<file path="src/xyzlab_pkg.sv">
// ----------------------------------------------------------------------------
// xyzlab_pkg
// Shared types, constants and helpers for the XYZ to CIELAB converter.
// ----------------------------------------------------------------------------
package xyzlab_pkg;

   // ratio of a component to its white value, unsigned with 24 fraction bits
   localparam int RATIO_FRAC = 24;
   localparam int RATIO_W    = 27;
   typedef logic [RATIO_W-1:0] ratio_type;
   localparam ratio_type RATIO_MAX = ratio_type'(4) << RATIO_FRAC;

   // f(t) with 20 fraction bits
   localparam int F_W = 21;
   typedef logic [F_W-1:0] f_type;

   // threshold and linear segment constants
   localparam longint unsigned THR_K   = 24389;
   localparam longint unsigned THR_LIM = longint'(216) << RATIO_FRAC;
   localparam int LIN_R_W = 18;
   localparam int NUM_W   = 34;
   localparam logic [NUM_W-1:0] LIN_OFS = NUM_W'(432) << RATIO_FRAC;
   // divide by 50112 = 64 * 783: shift then reciprocal multiply
   localparam int M_W          = NUM_W - 6;
   localparam int RECIP_SHIFT  = 38;
   localparam int RECIP_W      = 29;
   localparam longint unsigned RECIP = ((longint'(1) << RECIP_SHIFT) + 782) / 783;
   localparam int PROD_W       = M_W + RECIP_W;

   // pipeline depths
   localparam int DIV_LAT = RATIO_W + 1;
   localparam int F_LAT   = F_W + 1;
   localparam int LAT     = DIV_LAT + F_LAT + 2;

   // output scaling
   localparam int L_MUL = 116;
   localparam int A_MUL = 32000;
   localparam int B_MUL = 12800;
   localparam int WIDE_W = 40;
   typedef logic signed [WIDE_W-1:0] wide_type;

   // configuration register indexes and reset values
   localparam logic [1:0] CSR_WHITE_X = 2'd0;
   localparam logic [1:0] CSR_WHITE_Y = 2'd1;
   localparam logic [1:0] CSR_WHITE_Z = 2'd2;
   localparam logic [15:0] WHITE_X_RST16 = 16'd31149;
   localparam logic [15:0] WHITE_Y_RST16 = 16'd32768;
   localparam logic [15:0] WHITE_Z_RST16 = 16'd35683;

   // divide by 2^s, rounding to nearest with halves away from zero
   function automatic wide_type round_shift(input wide_type v, input int s);
      logic     neg;
      wide_type mag;
      neg = v[WIDE_W-1];
      mag = neg ? -v : v;
      mag = (mag + (wide_type'(1) <<< (s - 1))) >>> s;
      return neg ? -mag : mag;
   endfunction

endpackage

</file>
<file path="src/xyzlab_ratio.sv">
// ----------------------------------------------------------------------------
// xyzlab_ratio
// Pipelined restoring divider: component / white with 24 fraction bits,
// one quotient bit per stage, clamped at 4.0.
// ----------------------------------------------------------------------------
module xyzlab_ratio
   import xyzlab_pkg::*;
#(
   parameter int IN_BITS = 16
) (
   input  logic               clock,
   input  logic               en,
   input  logic [IN_BITS-1:0] comp,
   input  logic [IN_BITS-1:0] white,
   output ratio_type          ratio,
   output logic               sat
);

   localparam int DW = IN_BITS + RATIO_FRAC;
   localparam int CW = DW + 3;

   logic [DW-1:0] rem_ff [0:RATIO_W];
   ratio_type     quo_ff [0:RATIO_W];
   logic          hi_ff  [0:RATIO_W];
   logic          over;

   // load: quotient of 8.0 or more saturates outright
   always_ff @(posedge clock) begin
      if (en) begin
         rem_ff[0] <= {comp, {RATIO_FRAC{1'b0}}};
         quo_ff[0] <= '0;
         hi_ff[0]  <= {3'b000, comp} >= {white, 3'b000};
      end
   end

   // one quotient bit per stage, msb first
   for (genvar k = 0; k < RATIO_W; k++) begin : g_bit
      localparam int B = RATIO_W - 1 - k;
      logic [CW-1:0] dsh;
      logic [CW-1:0] remx;
      logic [CW-1:0] diff;
      logic          ge;

      always_comb begin
         dsh  = CW'(white) << B;
         remx = {3'b000, rem_ff[k]};
         ge   = remx >= dsh;
         diff = remx - dsh;
      end

      always_ff @(posedge clock) begin
         if (en) begin
            rem_ff[k+1] <= ge ? diff[DW-1:0] : rem_ff[k];
            quo_ff[k+1] <= quo_ff[k] | (ge ? (ratio_type'(1) << B) : '0);
            hi_ff[k+1]  <= hi_ff[k];
         end
      end
   end

   // clamp above 4.0
   always_comb begin
      over  = hi_ff[RATIO_W] ||
              (quo_ff[RATIO_W][RATIO_W-1] && (|quo_ff[RATIO_W][RATIO_W-2:0]));
      sat   = over;
      ratio = over ? RATIO_MAX : quo_ff[RATIO_W];
   end

endmodule

</file>
<file path="config.mk">
export PLATFORM = sky130hd
export DESIGN_NAME = xyzlab_ratio
export DESIGN_NICKNAME = d
export VERILOG_FILES = /design/src/xyzlab_pkg.sv /design/src/xyzlab_ratio.sv
export SDC_FILE = /design/constraint.sdc
export NUM_CORES = 2
export LEC_CHECK = 0
export CAP_MARGIN = 15
export CORE_MARGIN = 2
export CORE_UTILIZATION = 56
export CTS_CLUSTER_DIAMETER = 100
export DETAILED_ROUTE_END_ITERATION = 6
export DONT_BUFFER_PORTS = 1
export PLACE_DENSITY = 0.71
export SLEW_MARGIN = 20
export SYNTH_ARGS = -nofsm -noshare
export SYNTH_HDL_FRONTEND = slang
export SYNTH_SLANG_ARGS = --single-unit
</file>
<file path="constraint.sdc">
create_clock -name clock -period 8.35 [get_ports clock]
set_clock_uncertainty 0.1 [all_clocks]
set_input_delay 0 -clock clock [delete_from_list [all_inputs] [get_ports clock]]
set_output_delay 0 -clock clock [all_outputs]
set_load 0.02 [all_outputs]
</file>
==> flow_summary.ini <==
[power_and_ir_drop]
internal-power_w = 0.0145
leakagePower_nw = 25.2
switching_share = 0.340
clkPwrFrac = 0.244
peakVddDrop_mv = 0.187
power.density_mw_per_mm2 = 318
p_sw_w = 0.00746
combPwrFrac = 0.349
pwr-share-seq = 0.407

[detailed_routing]
wire_per_inst_um = 19.2
dr.first_iter.drc_count = 3682
vias = 42400
antenna_left = 0
drc_errors = 0
post_drt_via_cell_ratio = 5.96
routed_wirelength_um = 137000
drt_first_pass_iters = 6

[sta]
worst_slew_pin_slew_ps = 1620
fin_ws_ps = 3610
fin_crit_ps = 4740
setup_tns_ps = 0
fmax_mhz = 211
setup_viol = 0
rsz0062_at_grt = false
finalCritPeriodShare = 0.568
slew_viol_final = 115
slew_headroom = -0.0824
hold_violations = 0

[outcome]
violations = slew limit
outcome = finished, violations left

[place]
post-place-ws_ps = 3860
place.port_buffers = 0
hpwl_um = 90700
place.gp.congestion = 0.893

[synth]
synth-simple-area-share = 0.132
yosys_most_used_dff = edfxtp_1
synth.avg_cell_area_um2 = 11.6
synth_nets = 5937
ys_top_cells_by_count = edfxtp_1, ha_1, nand2_1
synth_area_mm2 = 0.0628
syn_inst = 5436
synth-seq-area-share = 0.533
synth_edf_count = 1114
synth.area.mux_share = 0.0181
synth_most_common_cell = edfxtp_1
synth_cell_types = 95
synthAdderAreaFrac = 0.0961
synth-xor-area-share = 0.0798
yosys.area.top_type = edfxtp_1
yosys_warnings = 0
ys_top_cells_by_area = edfxtp_1, ha_1, xor2_1
synth_top_family_by_area = simple AND/OR/NAND/NOR gates
async_flop_share = 0
synth-seq-cells = 1114
synth_top_area_frac = 0.533
synth_compound_area_frac = 0.125

[global_route]
grt_first_pass_wirelength_um = 217000
grt-ovfl-total = 0
track_usage = 0.234
grt_max_degree = 1115
first_global_vias = 40300
antenna_found_initial = 1

[layout]
fin_nets = 6024
fin_util = 0.623
area_delta_synth_final_pct = 10.0
fillCellCount = 8633
regArea_mm2 = 0.0335
multi_input_area_mm2 = 0.0284
drive_gt1_frac = 0.0697

[setup_path]
path_delay_family = compound AO/OA/AOI/OAI gates
cp_max_fo = 49
crit_path_cell_trace = dlygate4sd3_1 -> buf_16 -> inv_2 -> buf_4 -> fa_1 -> a21o_1 -> a21o_1 -> a221oi_1 -> o21ai_0 -> a211o_1 -> o311ai_2 -> nor3_2 -> nand4b_1 -> xnor2_1
worstRegToRegCells = 11
cp_slowest_stage_delay_ps = 810
r2r-start = rem_ff[1][64]
r2r-end = rem_ff[2][23]
path_common_cell = a21o_1
worstPathArrival_ps = 5120
crit_required_ps = 8730
slowest_stage = a211o_1
criticalPathCategory = primary input to flop
cp-start-kind = primary input
critPathCaptureType = flop
crit_buf_inv = 4
r2r_slack_ps = 4090

[die]
ios = 62
die-area_mm2 = 0.115
die_w_um = 339
core_mm2 = 0.111
fp.dieH_um = 339
rows = 122
start_util = 0.566

[worst_hold_path]
hold_class = primary input to flop
hold_path.startpoint = white[15]
whs_endpoint = rem_ff[10][62]
whs_path_depth = 4

[clock_tree]
cts_root_buffer = clkbuf_16
cts_tree = yes
htree_levels = 3
clk_path_buf_depth = 3
numCtsBuffers = 117
cts-resized-gates = 0
clkSinkCount = 1114
path_clk_slew_ps = 60
clkLatencyLatePin_ps = 740

[job]
cap_violations = 0
## power groups by stage
| stage | combinational [W] | sequential [W] | clock, W |
|---|---|---|---|
| after floorplan | 0.00601 | 0.00861 | 0 |
| after global placement | 0.00723 | 0.00902 | 0 |
| after detailed placement | 0.00739 | 0.00901 | 0 |
| after CTS | 0.00750 | 0.00892 | 0.00546 |
| after global routing | 0.00862 | 0.00906 | 0.00569 |
| final | 0.00766 | 0.00893 | 0.00536 |
## worst max path at each step
stage / from / to / slack (ps) / depth (start not counted)
floorplan: white[0] / rem_ff[9][35] / 3960 / 14
global placement: white[0] / rem_ff[11][77] / 4020 / 12
detailed placement: white[0] / rem_ff[11][77] / 3860 / 12
CTS: white[0] / rem_ff[11][77] / 3680 / 14
global route: white[0] / rem_ff[11][77] / 3200 / 14
finish: white[0] / rem_ff[11][77] / 3610 / 14
## final cells by class
class | count | area share
clock inverter | 72 | 0.0130
inverter | 152 | 0.00825
sequential | 1114 | 0.484
multi-input combinational | 4055 | 0.410
antenna | 1 | 0.0000362
tap | 1488 | 0.0269
clock buffer | 149 | 0.0447
timing repair buffer | 83 | 0.0128
## state kept, by name (all words and copies together), names as in the netlist
signal,cells
rem_ff,708
quo_ff,378
hi_ff,28
## metal layers
metal	share of wire	global-route usage	vias to the layer above
met5	0.000095	0	-
met4	0.033	0.0769	2
met3	0.057	0.0343	260
met2	0.46	0.373	1085
met1	0.45	0.329	20400
li1	-	-	20700
## stage by stage
step / std cells / hold WS, ps / power [W] / instance area (µm²)
after global routing: 7113 / 83.7 / 0.0234 / 69100
final: 7114 / 61.1 / 0.0219 / 69100
after CTS: 7105 / -648 / 0.0219 / 68900
after global placement: 6842 / -1.01 / 0.0162 / 64500
after detailed placement: 6842 / -1.03 / 0.0164 / 64500
after floorplan: 5436 / -1.13 / 0.0146 / 62800
## kinds of logic (layout without fill, tap and decap cells)
group | Yosys count | count (layout)
simple gates | 1655 | 1655
compound gates | 1259 | 1259
flops | 1114 | 1114
xor+xnor | 572 | 572
fa+ha+maj | 467 | 467
buf+inv | 267 | 456
mux | 102 | 102
other cells | 0 | 1
## layout by cell type, fill, tap and decap left out, types with 18 or more instances in the layout
cell type	instances
nand4b_1	19
clkinv_1	19
o21ai_0	398
fa_1	26
mux2_2	93
clkinv_2	22
or3_1	53
nand2b_1	81
nand4_1	68
nor2_1	361
o21bai_1	33
dlygate4sd3_1	41
xor2_1	294
o211ai_1	28
nor2b_1	84
inv_1	134
o21a_1	62
and2_1	42
nor4_1	86
o31ai_1	42
a211oi_1	32
xnor2_1	278
or2_2	30
inv_2	18
a21boi_0	23
nand3_1	98
a21oi_1	323
nor3_1	162
clkbuf_1	30
a21o_1	141
ha_1	441
or4_1	33
nand2_1	435
and3_1	26
buf_4	33
a31oi_1	28
clkbuf_16	119
edfxtp_1	1114
## what timing repair did
item / 4_1_cts / 5_1_grt
hold endpoints to repair: 902 / 321
buffers inserted: 0 / 0
hold buffers: 42 / 2
## worst register-to-register path, stage by stage (launching register included)
cell,delay (ps)
edfxtp_1,410
ha_1,310
nor2b_1,130
o21ai_0,230
a21boi_1,160
o211ai_1,250
a211oi_1,150
o31ai_1,430
a31oi_1,150
or4_1,810
and2_1,320
dlygate4sd3_1,550
Power figures use the tool's default switching activity.
